<file path="src/rtl/mrd_pkg.sv">
package mrd_pkg;

   localparam int BYTE_W = 8;
   localparam int CRC_W = 16;
   localparam int WORD_W = 32;
   localparam int WIDX_W = 3;
   localparam int CSR_IDX_W = 8;

   localparam logic [CRC_W-1:0] CRC_POLY = 16'hA001;
   localparam logic [CRC_W-1:0] CRC_SEED = 16'hFFFF;

   localparam logic [BYTE_W-1:0] STATION_RST = 8'h01;
   localparam logic [BYTE_W-1:0] FUNCTION_RST = 8'h03;

   // register indexes on the CSR channel
   localparam logic [CSR_IDX_W-1:0] CSR_STATION = 8'd0;
   localparam logic [CSR_IDX_W-1:0] CSR_FUNCTION = 8'd1;

   typedef enum logic [1:0] {
      RS_DATA     = 2'd0,
      RS_CRC_ERR  = 2'd1,
      RS_OVERFLOW = 2'd2,
      RS_EMPTY    = 2'd3
   } status_type;

   typedef enum logic [5:0] {
      PH_ADDR   = 6'b000001,
      PH_FUNC   = 6'b000010,
      PH_COUNT  = 6'b000100,
      PH_DATA   = 6'b001000,
      PH_CRC_LO = 6'b010000,
      PH_CRC_HI = 6'b100000
   } phase_type;

   typedef enum logic [3:0] {
      S_IDLE = 4'b0001,
      S_PROC = 4'b0010,
      S_CRC  = 4'b0100,
      S_EMIT = 4'b1000
   } state_type;

   // command to the serial CRC unit
   typedef struct packed {
      logic start;
      logic seed;
   } crc_ctrl_type;

endpackage

</file>
<file path="src/rtl/mrd_intf.sv">
interface mrd_req_if;
   import mrd_pkg::*;

   logic              valid;
   logic              ready;
   logic              kind;
   logic [BYTE_W-1:0] rx_byte;

   modport source (output valid, kind, rx_byte, input ready);
   modport sink (input valid, kind, rx_byte, output ready);
endinterface

interface mrd_rsp_if;
   import mrd_pkg::*;

   logic              valid;
   logic              ready;
   logic [1:0]        status;
   logic [WIDX_W-1:0] word_index;
   logic [WORD_W-1:0] word_value;
   logic              last;

   modport source (output valid, status, word_index, word_value, last, input ready);
   modport sink (input valid, status, word_index, word_value, last, output ready);
endinterface

interface mrd_csr_if;
   import mrd_pkg::*;

   logic                 valid;
   logic                 ready;
   logic [CSR_IDX_W-1:0] index;
   logic [BYTE_W-1:0]    wdata;

   modport source (output valid, index, wdata, input ready);
   modport sink (input valid, index, wdata, output ready);
endinterface

</file>
<file path="src/rtl/mrd_crc_serial.sv">
module mrd_crc_serial (
   input  logic                  clock,
   input  logic                  reset,
   input  mrd_pkg::crc_ctrl_type ctrl,
   input  logic [7:0]            data,
   output logic [15:0]           crc,
   output logic                  busy
);
   import mrd_pkg::*;

   logic [CRC_W-1:0]  crc_ff, crc_in;
   logic [BYTE_W-1:0] sh_ff, sh_in;
   logic [2:0]        cnt_ff, cnt_in;
   logic              busy_ff, busy_in;
   logic              fb;

   // one reflected CRC bit per cycle
   always_comb begin
      crc_in = crc_ff;
      sh_in = sh_ff;
      cnt_in = cnt_ff;
      busy_in = busy_ff;
      fb = crc_ff[0] ^ sh_ff[0];
      if (ctrl.start) begin
         crc_in = ctrl.seed ? CRC_SEED : crc_ff;
         sh_in = data;
         cnt_in = '0;
         busy_in = 1'b1;
      end else if (busy_ff) begin
         crc_in = {1'b0, crc_ff[CRC_W-1:1]} ^ (fb ? CRC_POLY : '0);
         sh_in = {1'b0, sh_ff[BYTE_W-1:1]};
         cnt_in = cnt_ff + 3'd1;
         if (cnt_ff == 3'd7) begin
            busy_in = 1'b0;
         end
      end
   end

   always_ff @(posedge clock) begin
      if (reset) begin
         crc_ff <= CRC_SEED;
         cnt_ff <= '0;
         busy_ff <= 1'b0;
      end else begin
         crc_ff <= crc_in;
         cnt_ff <= cnt_in;
         busy_ff <= busy_in;
      end
   end

   // shift data needs no reset
   always_ff @(posedge clock) begin
      sh_ff <= sh_in;
   end

   assign crc = crc_ff;
   assign busy = busy_ff;

   property p_no_start_busy;
      @(posedge clock) disable iff (reset) ctrl.start |-> !busy_ff;
   endproperty
   a_no_start_busy: assert property (p_no_start_busy)
      else $error("crc start while busy");

   property p_eight_steps;
      @(posedge clock) disable iff (reset) ctrl.start |=> ##7 busy_ff;
   endproperty
   a_eight_steps: assert property (p_eight_steps)
      else $error("crc finished early");

   property p_done_after_eight;
      @(posedge clock) disable iff (reset) ctrl.start |=> ##8 !busy_ff;
   endproperty
   a_done_after_eight: assert property (p_done_after_eight)
      else $error("crc ran too long");
endmodule

</file>
<file path="src/rtl/mrd_word_store.sv">
module mrd_word_store #(
   parameter int WIDTH = 32,
   parameter int DEPTH = 8,
   parameter int ADDR_W = 3
) (
   input  logic              clock,
   input  logic              wr_en,
   input  logic [ADDR_W-1:0] wr_addr,
   input  logic [WIDTH-1:0]  wr_data,
   input  logic [ADDR_W-1:0] rd_addr,
   output logic [WIDTH-1:0]  rd_data
);

   logic [WIDTH-1:0] mem_ff [DEPTH];
   logic [WIDTH-1:0] rd_ff;

   // write one entry, read one entry into the output register
   always_ff @(posedge clock) begin
      if (wr_en) begin
         mem_ff[wr_addr] <= wr_data;
      end
      rd_ff <= mem_ff[rd_addr];
   end

   assign rd_data = rd_ff;
endmodule

</file>
<file path="src/rtl/modbus_read_response_deframer_core.sv">
// Each received byte is accepted, decoded by header/phase, then run through the bit-serial CRC,
// and the core waits in S_CRC to see the CRC unit finish.
// CRC low byte and hunt misses go back to idle straight after decode; a restart stays in idle.
// The final CRC byte goes from decode to emit, which loads one
// result per cycle as the sink takes them; the next byte is taken after the last is loaded.
// Synchronous active-high reset: hunt for address, station 0x01, function 0x03.
module modbus_read_response_deframer_core #(
   parameter int MAX_WORDS = 8
) (
   input logic       clock,
   input logic       reset,
   mrd_req_if.sink   req_ch,
   mrd_rsp_if.source rsp_ch,
   mrd_csr_if.sink   csr_ch
);
   import mrd_pkg::*;

   localparam int WORD_CAP = (MAX_WORDS < 8) ? MAX_WORDS : 8;
   localparam int IDX_W = (WORD_CAP > 1) ? $clog2(WORD_CAP) : 1;
   localparam int MAX_BYTES = 4 * WORD_CAP;
   localparam int LEN_W = $clog2(MAX_BYTES + 1);

   state_type         state_ff, state_in;
   phase_type         phase_ff, phase_in;
   logic [BYTE_W-1:0] byte_ff, byte_in;
   logic [LEN_W-1:0]  len_ff, len_in;
   logic [LEN_W-1:0]  seen_ff, seen_in;
   logic [LEN_W-1:0]  seen_next;
   logic [BYTE_W-1:0] crc_lo_ff, crc_lo_in;
   logic [BYTE_W-1:0] station_ff, station_in;
   logic [BYTE_W-1:0] func_ff, func_in;
   logic [WORD_W-1:0] asm_ff, asm_in;
   status_type        res_status_ff, res_status_in;
   logic [WIDX_W-1:0] last_idx_ff, last_idx_in;
   logic [WIDX_W-1:0] emit_idx_ff, emit_idx_in;
   logic              rsp_valid_ff, rsp_valid_in;
   status_type        rsp_status_ff, rsp_status_in;
   logic [WIDX_W-1:0] rsp_index_ff, rsp_index_in;
   logic [WORD_W-1:0] rsp_value_ff, rsp_value_in;
   logic              rsp_last_ff, rsp_last_in;

   crc_ctrl_type      crc_ctrl;
   logic [CRC_W-1:0]  crc_value;
   logic              crc_busy;
   logic              st_wr_en;
   logic [WORD_W-1:0] st_rd_data;

   assign seen_next = seen_ff + LEN_W'(1);

   mrd_crc_serial u_crc (
      .clock (clock),
      .reset (reset),
      .ctrl  (crc_ctrl),
      .data  (byte_ff),
      .crc   (crc_value),
      .busy  (crc_busy)
   );

   // read address follows the next emit index so the registered word is ready in time
   mrd_word_store #(
      .WIDTH  (WORD_W),
      .DEPTH  (WORD_CAP),
      .ADDR_W (IDX_W)
   ) u_store (
      .clock   (clock),
      .wr_en   (st_wr_en),
      .wr_addr (IDX_W'(seen_ff >> 2)),
      .wr_data (asm_in),
      .rd_addr (emit_idx_in[IDX_W-1:0]),
      .rd_data (st_rd_data)
   );

   assign req_ch.ready = (state_ff == S_IDLE);
   assign csr_ch.ready = 1'b1;

   assign rsp_ch.valid = rsp_valid_ff;
   assign rsp_ch.status = rsp_status_ff;
   assign rsp_ch.word_index = rsp_index_ff;
   assign rsp_ch.word_value = rsp_value_ff;
   assign rsp_ch.last = rsp_last_ff;

   always_comb begin
      state_in = state_ff;
      phase_in = phase_ff;
      byte_in = byte_ff;
      len_in = len_ff;
      seen_in = seen_ff;
      crc_lo_in = crc_lo_ff;
      station_in = station_ff;
      func_in = func_ff;
      asm_in = asm_ff;
      res_status_in = res_status_ff;
      last_idx_in = last_idx_ff;
      emit_idx_in = emit_idx_ff;
      rsp_valid_in = rsp_valid_ff;
      rsp_status_in = rsp_status_ff;
      rsp_index_in = rsp_index_ff;
      rsp_value_in = rsp_value_ff;
      rsp_last_in = rsp_last_ff;
      crc_ctrl = '0;
      st_wr_en = 1'b0;

      // take register writes
      if (csr_ch.valid) begin
         if (csr_ch.index == CSR_STATION) begin
            station_in = csr_ch.wdata;
         end else if (csr_ch.index == CSR_FUNCTION) begin
            func_in = csr_ch.wdata;
         end
      end

      // drop the held result once taken
      if (rsp_valid_ff && rsp_ch.ready) begin
         rsp_valid_in = 1'b0;
      end

      unique case (state_ff)
         S_IDLE: begin
            if (req_ch.valid) begin
               byte_in = req_ch.rx_byte;
               if (req_ch.kind) begin
                  phase_in = PH_ADDR;
                  len_in = '0;
                  seen_in = '0;
                  crc_lo_in = '0;
               end else begin
                  state_in = S_PROC;
               end
            end
         end

         S_PROC: begin
            state_in = S_IDLE;
            unique case (phase_ff)
               PH_ADDR: begin
                  if (byte_ff == station_ff) begin
                     crc_ctrl.start = 1'b1;
                     crc_ctrl.seed = 1'b1;
                     phase_in = PH_FUNC;
                     state_in = S_CRC;
                  end
               end
               PH_FUNC: begin
                  if (byte_ff == func_ff) begin
                     crc_ctrl.start = 1'b1;
                     phase_in = PH_COUNT;
                     state_in = S_CRC;
                  end else if (byte_ff == station_ff) begin
                     // repeated address restarts the header at this byte
                     crc_ctrl.start = 1'b1;
                     crc_ctrl.seed = 1'b1;
                     state_in = S_CRC;
                  end else begin
                     phase_in = PH_ADDR;
                     len_in = '0;
                     seen_in = '0;
                     crc_lo_in = '0;
                  end
               end
               PH_COUNT: begin
                  if (byte_ff > BYTE_W'(MAX_BYTES)) begin
                     res_status_in = RS_OVERFLOW;
                     state_in = S_EMIT;
                     phase_in = PH_ADDR;
                     len_in = '0;
                     seen_in = '0;
                     crc_lo_in = '0;
                  end else begin
                     crc_ctrl.start = 1'b1;
                     len_in = LEN_W'(byte_ff);
                     seen_in = '0;
                     phase_in = (byte_ff == '0) ? PH_CRC_LO : PH_DATA;
                     state_in = S_CRC;
                  end
               end
               PH_DATA: begin
                  // place the byte in its lane; the first byte of a word clears the rest
                  if (seen_ff[1:0] == 2'd0) begin
                     asm_in = {byte_ff, 24'd0};
                  end else begin
                     asm_in[BYTE_W*(3 - int'(seen_ff[1:0])) +: BYTE_W] = byte_ff;
                  end
                  st_wr_en = 1'b1;
                  crc_ctrl.start = 1'b1;
                  seen_in = seen_next;
                  if (seen_next >= len_ff) begin
                     phase_in = PH_CRC_LO;
                  end
                  state_in = S_CRC;
               end
               PH_CRC_LO: begin
                  crc_lo_in = byte_ff;
                  phase_in = PH_CRC_HI;
               end
               PH_CRC_HI: begin
                  if ({byte_ff, crc_lo_ff} != crc_value) begin
                     res_status_in = RS_CRC_ERR;
                  end else if (len_ff == '0) begin
                     res_status_in = RS_EMPTY;
                  end else begin
                     res_status_in = RS_DATA;
                  end
                  last_idx_in = WIDX_W'(LEN_W'(len_ff - LEN_W'(1)) >> 2);
                  emit_idx_in = '0;
                  state_in = S_EMIT;
                  phase_in = PH_ADDR;
                  len_in = '0;
                  seen_in = '0;
                  crc_lo_in = '0;
               end
               default: begin
                  phase_in = PH_ADDR;
                  len_in = '0;
                  seen_in = '0;
                  crc_lo_in = '0;
               end
            endcase
         end

         S_CRC: begin
            if (!crc_busy) begin
               state_in = S_IDLE;
            end
         end

         S_EMIT: begin
            // load the next result when the output slot frees
            if (!rsp_valid_ff || rsp_ch.ready) begin
               rsp_valid_in = 1'b1;
               rsp_status_in = res_status_ff;
               if (res_status_ff == RS_DATA) begin
                  rsp_index_in = emit_idx_ff;
                  rsp_value_in = st_rd_data;
                  rsp_last_in = (emit_idx_ff == last_idx_ff);
                  emit_idx_in = emit_idx_ff + WIDX_W'(1);
                  if (emit_idx_ff == last_idx_ff) begin
                     state_in = S_IDLE;
                  end
               end else begin
                  rsp_index_in = '0;
                  rsp_value_in = '0;
                  rsp_last_in = 1'b1;
                  state_in = S_IDLE;
               end
            end
         end

         default: begin
            state_in = S_IDLE;
         end
      endcase
   end

   always_ff @(posedge clock) begin
      if (reset) begin
         state_ff <= S_IDLE;
         phase_ff <= PH_ADDR;
         len_ff <= '0;
         seen_ff <= '0;
         crc_lo_ff <= '0;
         station_ff <= STATION_RST;
         func_ff <= FUNCTION_RST;
         rsp_valid_ff <= 1'b0;
      end else begin
         state_ff <= state_in;
         phase_ff <= phase_in;
         len_ff <= len_in;
         seen_ff <= seen_in;
         crc_lo_ff <= crc_lo_in;
         station_ff <= station_in;
         func_ff <= func_in;
         rsp_valid_ff <= rsp_valid_in;
      end
   end

   // payload registers
   always_ff @(posedge clock) begin
      byte_ff <= byte_in;
      asm_ff <= asm_in;
      res_status_ff <= res_status_in;
      last_idx_ff <= last_idx_in;
      emit_idx_ff <= emit_idx_in;
      rsp_status_ff <= rsp_status_in;
      rsp_index_ff <= rsp_index_in;
      rsp_value_ff <= rsp_value_in;
      rsp_last_ff <= rsp_last_in;
   end

   property p_ready_crc_idle;
      @(posedge clock) disable iff (reset) req_ch.ready |-> !crc_busy;
   endproperty
   a_ready_crc_idle: assert property (p_ready_crc_idle)
      else $error("request taken while crc busy");

   property p_error_is_last;
      @(posedge clock) disable iff (reset)
         (rsp_valid_ff && rsp_status_ff != RS_DATA) |-> (rsp_last_ff && rsp_value_ff == '0);
   endproperty
   a_error_is_last: assert property (p_error_is_last)
      else $error("non-data result not final or not zero");

   property p_crc_from_decode;
      @(posedge clock) disable iff (reset) $rose(crc_busy) |-> $past(state_ff == S_PROC);
   endproperty
   a_crc_from_decode: assert property (p_crc_from_decode)
      else $error("crc started outside decode");

   property p_store_write_phase;
      @(posedge clock) disable iff (reset)
         st_wr_en |-> (phase_ff == PH_DATA && state_ff == S_PROC && seen_ff < len_ff);
   endproperty
   a_store_write_phase: assert property (p_store_write_phase)
      else $error("store written outside data phase");
endmodule
</file>
<file path="src/flat_wrapper.sv">
// flat-port wrapper written by rule: the top's interface ports become plain ports
module modbus_read_response_deframer_core_flat import mrd_pkg::*;
#(
   parameter int MAX_WORDS = 8
)
  (clock, reset, req_ch_valid, req_ch_kind, req_ch_rx_byte, req_ch_ready, rsp_ch_valid, rsp_ch_status, rsp_ch_word_index, rsp_ch_word_value, rsp_ch_last, rsp_ch_ready, csr_ch_valid, csr_ch_index, csr_ch_wdata, csr_ch_ready);
  mrd_req_if req_ch_i ();
  mrd_rsp_if rsp_ch_i ();
  mrd_csr_if csr_ch_i ();
  input logic clock;
  input logic reset;
  input wire logic [$bits(req_ch_i.valid)-1:0] req_ch_valid;
  input wire logic [$bits(req_ch_i.kind)-1:0] req_ch_kind;
  input wire logic [$bits(req_ch_i.rx_byte)-1:0] req_ch_rx_byte;
  output wire logic [$bits(req_ch_i.ready)-1:0] req_ch_ready;
  output wire logic [$bits(rsp_ch_i.valid)-1:0] rsp_ch_valid;
  output wire logic [$bits(rsp_ch_i.status)-1:0] rsp_ch_status;
  output wire logic [$bits(rsp_ch_i.word_index)-1:0] rsp_ch_word_index;
  output wire logic [$bits(rsp_ch_i.word_value)-1:0] rsp_ch_word_value;
  output wire logic [$bits(rsp_ch_i.last)-1:0] rsp_ch_last;
  input wire logic [$bits(rsp_ch_i.ready)-1:0] rsp_ch_ready;
  input wire logic [$bits(csr_ch_i.valid)-1:0] csr_ch_valid;
  input wire logic [$bits(csr_ch_i.index)-1:0] csr_ch_index;
  input wire logic [$bits(csr_ch_i.wdata)-1:0] csr_ch_wdata;
  output wire logic [$bits(csr_ch_i.ready)-1:0] csr_ch_ready;
  assign req_ch_i.valid = req_ch_valid;
  assign req_ch_i.kind = req_ch_kind;
  assign req_ch_i.rx_byte = req_ch_rx_byte;
  assign req_ch_ready = req_ch_i.ready;
  assign rsp_ch_valid = rsp_ch_i.valid;
  assign rsp_ch_status = rsp_ch_i.status;
  assign rsp_ch_word_index = rsp_ch_i.word_index;
  assign rsp_ch_word_value = rsp_ch_i.word_value;
  assign rsp_ch_last = rsp_ch_i.last;
  assign rsp_ch_i.ready = rsp_ch_ready;
  assign csr_ch_i.valid = csr_ch_valid;
  assign csr_ch_i.index = csr_ch_index;
  assign csr_ch_i.wdata = csr_ch_wdata;
  assign csr_ch_ready = csr_ch_i.ready;
  modbus_read_response_deframer_core #(.MAX_WORDS(MAX_WORDS)) u_core (.clock(clock), .reset(reset), .req_ch(req_ch_i), .rsp_ch(rsp_ch_i), .csr_ch(csr_ch_i));
endmodule
</file>
<file path="config.mk">
export PLATFORM = sky130hd
export DESIGN_NAME = modbus_read_response_deframer_core_flat
export DESIGN_NICKNAME = d
export VERILOG_FILES = /design/src/rtl/mrd_pkg.sv /design/src/rtl/mrd_intf.sv /design/src/rtl/mrd_crc_serial.sv /design/src/rtl/mrd_word_store.sv /design/src/rtl/modbus_read_response_deframer_core.sv /design/src/flat_wrapper.sv
export SDC_FILE = /design/constraint.sdc
export NUM_CORES = 1
export LEC_CHECK = 0
export ABC_AREA = 1
export BUFFER_PORTS_ARGS = -buffer_cell sky130_fd_sc_hd__buf_2
export CAP_MARGIN = 20
export CORE_MARGIN = 2
export CORE_UTILIZATION = 28
export DETAILED_ROUTE_END_ITERATION = 8
export GPL_TIMING_DRIVEN = 0
export PLACE_DENSITY_LB_ADDON = 0.1
export SYNTH_ARGS = -nofsm -noshare
export SYNTH_HDL_FRONTEND = slang
export SYNTH_SLANG_ARGS = --single-unit
</file>
<file path="constraint.sdc">
create_clock -name clock -period 6.1 [get_ports clock]
set_input_delay 1.22 -clock clock [delete_from_list [all_inputs] [get_ports clock]]
set_output_delay 1.22 -clock clock [all_outputs]
set_load 0.01 [all_outputs]
</file>
* Word level (Yosys, flattened, before mapping) *
Memory sizes are Yosys's and may differ from the RTL's. A register that Yosys moved wholly into a read port is not among the register bits.
Index checks and enable logic that the tools add are counted.

cells by class
  $add $sub $neg = 6
  magnitude comparators = 2
  equal/unequal tests = 33
  shift operators = 2
  muxes and demuxes = 72
  bitwise logic cells = 3
  reductions and logical operators = 27

operators by type and width
  cell                       count
  $mux W32                   3
  $mux W6                    12
  $mux W16                   4
  $mux W8                    7
  $pmux W6 S2                3
  $pmux W6 S3                2
  $neg A32 Y33               1
  $shift A8 B33 Y32 const A  1
  $shiftx A8 B33 Y32         1
  $bwmux W32                 1
  $mux W4                    8
  $pmux W8 S4                1
  $pmux W6 S5                1
  $pmux W4 S5                1
  $reduce_and A6 Y1          3
  $eq A8 B8 Y1               2
  $logic_not A8 Y1           2
  $ne A16 B16 Y1             1
  $ne A2 B2 Y1 const B       8
  $pmux W4 S4                1
  $pmux W8 S2                1
  $xor A15 B16 Y16           1
  $mux W1                    13
  $mux W3                    4
  43 further kinds           63

word-level totals
  register bits after elaboration = 161
  memory bits (writable) = 256
  input bits = 30
  output and inout port bits = 41
  logic and storage cells = 167
  memories = 1

memories
  name                   words  bits a word  read ports  clocked after Yosys merged registers in  write ports  line                  text
  u_core.u_store.mem_ff  8      32           1           1                                        1            mrd_word_store.sv:14  logic [WIDTH-1:0] mem_ff [DEPTH];

* Depth between registers and ports, before layout *
  depth in word-level cells = 7
  gate-level depth with buffers = 16
  depth with buffers taken out = 15

* By module *
A second synthesis with hierarchy kept.

second synthesis, totals
  cell total of the unflattened synthesis = 2167
  area total of the unflattened synthesis = 19770.2 µm²

by module, submodules not included
  module                              instances  cells each  area an instance (µm²)
  mrd_word_store                      1          1156        11872.6
  modbus_read_response_deframer_core  1          843         6620.1
  mrd_crc_serial                      1          168         1277.5

* Worst setup path before layout *
Ideal clock, no wire load.

  path type = reg2reg
  from = register u_core.phase_ff[4]
  to = memory u_core.u_store.mem_ff[4][0], enable pin
  library setup time = 0.461 ns
  arrival = 3.637 ns
  required time = 5.639 ns
  setup slack = 2.002 ns
  stages on the path, launching flop included = 8
  path buffers = 1
  cells stage by stage = dfxtp_1 > nor2_1 > nand4_1 > nor2_2 > inv_1 > buf_2 > or2_2 > nor3_1

on the way
  cells in the longest elaborated chain, start to end = 5

ends and longest elaborated chain
  element                        line                                       text
  start, declared                modbus_read_response_deframer_core.sv:24   phase_type phase_ff, phase_in;
  start signal, assigned         modbus_read_response_deframer_core.sv:266  phase_ff <= phase_in;
  $eq A6 B4 Y1                   modbus_read_response_deframer_core.sv:134  unique case (phase_ff)
  $mux W1                        modbus_read_response_deframer_core.sv:134
  $mux W1                        modbus_read_response_deframer_core.sv:117  unique case (state_ff)
  $mux W1                        mrd_word_store.sv:19                       if (wr_en) begin
  $mux W1 (not written as such)  mrd_word_store.sv:20                       mem_ff[wr_addr] <= wr_data;
  end, declared                  mrd_word_store.sv:14

No other way between the ends.

* Worst setup path after layout *
  from = register u_core.phase_ff[4]
  to = memory u_core.u_store.mem_ff[4][18], enable pin

Same word-level chain as after synthesis.

==> results.md <==
* Outcome: complete, no violations
* Post-Synth Adder-Cell Area at 0.9915%
* DIE AREA at 0.06970 mm²
* Setup TNS Final at 0 ps
* Final worst slack at 2463 ps
* Pwr Density at 293.2 mW/mm²
* Simple-gate share of the synthesized area at 16.98%
* Worst-skew pair later-pin latency at 620 ps
* # clock sinks at 449
* Pre-CTS WS at 2399 ps
* Setup crit end kind: flop
* Worst R2R Path Depth at 10
* Switching Fraction at 22.46%
* Int Pwr at 5.112 mW
* Final hold violations at 0
* CTS tree: done
* DRT Wirelength at 53.30 mm
* Initial antenna violation count at 1
* Area growth from synthesis to layout at 18.80%
* Syn. warnings at 0
* Largest net degree at the start of global routing at 25
* NumNets Final at 2095
* Synth Area in Compound Gates at 8.117%
* Flop-to-flop setup slack at 2460 ps
* Crit path DAT at 3960 ps
* Post-route total power at 6.593 mW
* Post-CTS setup buffers at 0
* Final core occ at 33.54%
* Largest family of logic cells by synthesized area: simple AND/OR/NAND/NOR gates
* Vias after detailed routing at 12960
* Hold Crit Class: flop to flop
* CP Class: flop to flop
* Unrepaired setup endpoints after global routing: false
* Die width at 264 µm
* Fmax at 0.2750 GHz
* Die Y at 264 µm
* Antenna Violating Nets Remaining at 0
* CTS Root Cell: clkbuf_16
* Max Cap Violations at 0
* Synth area leaders: edfxtp_1 50%, dfxtp_1 14%, nand2_1 9.9%, inv_1 5.1%, o211ai_1 2.9%
* Post-Synthesis Cells at 1889
* Post-cts sizing count at 0
* WP data required at 6430 ps
* CTS Hold Buffers Added at 0
* Share of layout cells above drive strength 1 at 13.94%
* Worst Hold Launch: u_core.asm_ff[2]$_DFF_P_
* Synth top area share at 49.97%
* Final min period at 3637 ps
* Starting Density at 28.23%
* Average vias per placed instance at 4.368
* Critical path endpoint: u_core.u_store.mem_ff[4][18]$_DFFE_PP_
* Flop pwr share at 49.4%
* I/O pins at 71
* N_diodes at 0
* CTS H-tree depth at 2
* DRC viols at 0
* CTS Buf Count at 53
* Logic gate share of total power at 3.4%
* Headroom to the max-slew limit at 33.22%
* Detailed Place HPWL at 36.98 mm
* CTS clk-pin slew, worst paths at 50 ps
* Count of unique library cells instantiated by Yosys at 40
* Synth Area in XOR/XNOR at 1.712%
* CP max FO at 10
* Worst VDD drop at 0.2010 mV
* Setup violations, final at 0
* Cell Rows at 95
* Sequential share of the synthesized area at 64.15%
* Slew @ Worst Pin at 996.3 ps
* Fin Hold WS at 458.8 ps
* Syn Area/Cell at 10.02 µm²
* Final worst path period share at 59.62%
* Switch Pwr at 1.481 mW
* Clock power share at 47.2%
* GRT Util Overall at 15.38%
* Post-Syn Area at 0.01893 mm²
* Multiplexer share of the synthesized area at 0%
* Drt first pass iters at 7
* Critical Path Start Type: flop
* Routed length per instance at 17.96 µm
* #FFs+latches synth at 449
* 1st-iter DRT viols at 644
* Vias in the first global route at 12830
* Worst r2r dst: u_core.u_store.mem_ff[4][18]$_DFFE_PP_
* Total grt overflow at 0
* Pleak at 9.274 nW
* Clk buf depth at 3
* GPL Wtd Cong at 0.7786
* Worst r2r src: u_core.phase_ff[4]$_SDFFE_PP0P_
* # port buffers at 69
* First-pass GRT wire length at 80.66 mm
* Slew Limit Fails at 0
* Worst Skew at 21.80 ps
* Critical path launch point: u_core.phase_ff[4]$_SDFFE_PP0P_
* Synth area leader: edfxtp_1
* Post-Syn Nets at 1934
* Core area at 0.06704 mm²
cell usage after synthesis:
| cell | number |
|---|---|
| a21oi_1 | 61 |
| a21o_1 | 1 |
| inv_2 | 8 |
| o21ai_0 | 38 |
| conb_1 | 1 |
| buf_4 | 8 |
| nand4_4 | 1 |
| buf_2 | 39 |
| o21ai_1 | 62 |
| o21ai_2 | 2 |
| nor2_4 | 1 |
| a21boi_0 | 1 |
| ha_1 | 15 |
| a21oi_2 | 1 |
| nand2_1 | 501 |
| nor3_4 | 1 |
| clkinv_1 | 2 |
| clkbuf_1 | 23 |
| nor4_1 | 3 |
| nor2_2 | 8 |
| nand3_2 | 3 |
| and3_1 | 1 |
| nand2_4 | 4 |
| nand4_1 | 9 |
| nand2_2 | 2 |
| nor3_1 | 14 |
| buf_6 | 15 |
| o211ai_1 | 73 |
| xnor2_1 | 30 |
| nor3_2 | 1 |
| xor2_1 | 7 |
| nand3_1 | 106 |
| edfxtp_1 | 315 |
| o22ai_1 | 1 |
| o21a_1 | 1 |
| a211oi_1 | 17 |
| nor2_1 | 118 |
| or2_2 | 2 |
| dfxtp_1 | 134 |
| inv_1 | 259 |
area by class of cell:
class | instances | area, µm²
fillers | 6907 | 44550
clock buffers | 80 | 1549
repair buffers | 106 | 709.4
plain buffers | 85 | 510.5
clock inverters | 20 | 155.1
well taps | 873 | 1092
multi-input cells | 1086 | 5319
inverters | 269 | 1010
flip-flops and latches | 449 | 12140
placed cells by master, fill, tap and decap left out, types with 2 or more instances in the layout:
cell type	synthesis	routed
nand2_1	501	501
edfxtp_1	315	315
inv_1	259	259
dfxtp_1	134	134
buf_2	39	117
nor2_1	118	116
nand3_1	106	106
o211ai_1	73	73
o21ai_1	62	62
a21oi_1	61	61
clkbuf_16	0	54
clkbuf_1	23	39
o21ai_0	38	38
buf_6	15	32
xnor2_1	30	30
a211oi_1	17	17
ha_1	15	15
buf_4	8	14
clkinv_2	0	14
clkbuf_8	0	10
nand4_1	9	9
inv_2	8	8
nor2_2	8	8
nor3_1	14	8
nor3_2	1	7
xor2_1	7	7
nand2_4	4	4
clkinv_1	2	4
nand3_2	3	3
nor2_4	1	3
nor4_1	3	3
buf_12	0	3
nand2_2	2	2
o21ai_2	2	2
or2_2	2	2
per-layer routing:
layer | up-vias | track usage [%] | wire length, µm
met5 | - | 0 | 0
met4 | 0 | 6.296 | 1933
met3 | 88 | 2.349 | 2031
met2 | 247 | 25.74 | 25250
met1 | 6068 | 19.89 | 24090
li1 | 6560 | - | -
per-stage QoR:
step | cell area (µm²) | cells
6_report | 22490 | 2968
5_1_grt | 22490 | 2968
4_1_cts | 22440 | 2960
3_5_place_dp | 20740 | 2860
3_3_place_gp | 20370 | 2831
2_1_floorplan | 18930 | 1889
sequential cells by signal, summed over array words and instances (netlist names), 2 cells and up:
register and cells:
u_core.station_ff 8, u_core.len_ff 6, u_core.emit_idx_ff 3, u_core.state_ff 4, u_core.u_crc.sh_ff 8, u_core.u_crc.cnt_ff 3
u_core.rsp_ch.word_value 32, u_core.asm_ff 32, u_core.phase_ff 6, u_core.seen_ff 6, u_core.u_store.rd_data 32, u_core.last_idx_ff 3
u_core.res_status_ff 2, u_core.crc_lo_ff 8, u_core.u_store.mem_ff 256, u_core.func_ff 8, u_core.rsp_ch.status 2, u_core.byte_ff 8
u_core.rsp_ch.word_index 3, u_core.u_crc.crc 16
critical path, cell delays in order (launching register included):
cell     delay (ps)
dfxtp_1         330
nor2_1          240
nand4_1         240
nor2_2          360
inv_1           110
buf_2           220
or2_2           370
nor3_2          770
buf_4           370
buf_6           180
buf_6           160
cell families (layout without fill, tap and decap cells):
| family | after synthesis | in the layout |
|---|---|---|
| AND/OR/NAND/NOR | 775 | 775 |
| buffers and inverters | 354 | 560 |
| AO/OA/AOI/OAI | 258 | 258 |
| flip-flops | 449 | 449 |
| XOR/XNOR | 37 | 37 |
| adder cells (fa/ha/maj) | 15 | 15 |
| other | 1 | 1 |
power by group through the flow:
stage | Clock, mW | Sequential [mW] | Combinational (mW)
finish | 3.11 | 3.26 | 0.225
CTS | 3.21 | 3.26 | 0.231
detailed placement | 0 | 3.32 | 0.230
floorplan | 0 | 3.32 | 0.143
global route | 3.33 | 3.26 | 0.252
global placement | 0 | 3.32 | 0.228
worst min-delay path by stage:
| stage | to | slack (ps) | cells after the start |
|---|---|---|---|
| floorplan | u_core.rsp_ch.status[1]$_DFFE_PP_ | 430 | 0 |
| global placement | u_core.u_crc.cnt_ff[2]$_SDFFE_PP0P_ | 460 | 2 |
| detailed placement | u_core.asm_ff[20]$_DFF_P_ | 450 | 2 |
| CTS | u_core.asm_ff[6]$_DFF_P_ | 470 | 2 |
| global route | u_core.asm_ff[0]$_DFF_P_ | 480 | 2 |
| finish | u_core.asm_ff[2]$_DFF_P_ | 460 | 2 |
(Power assumes the default switching activity.)
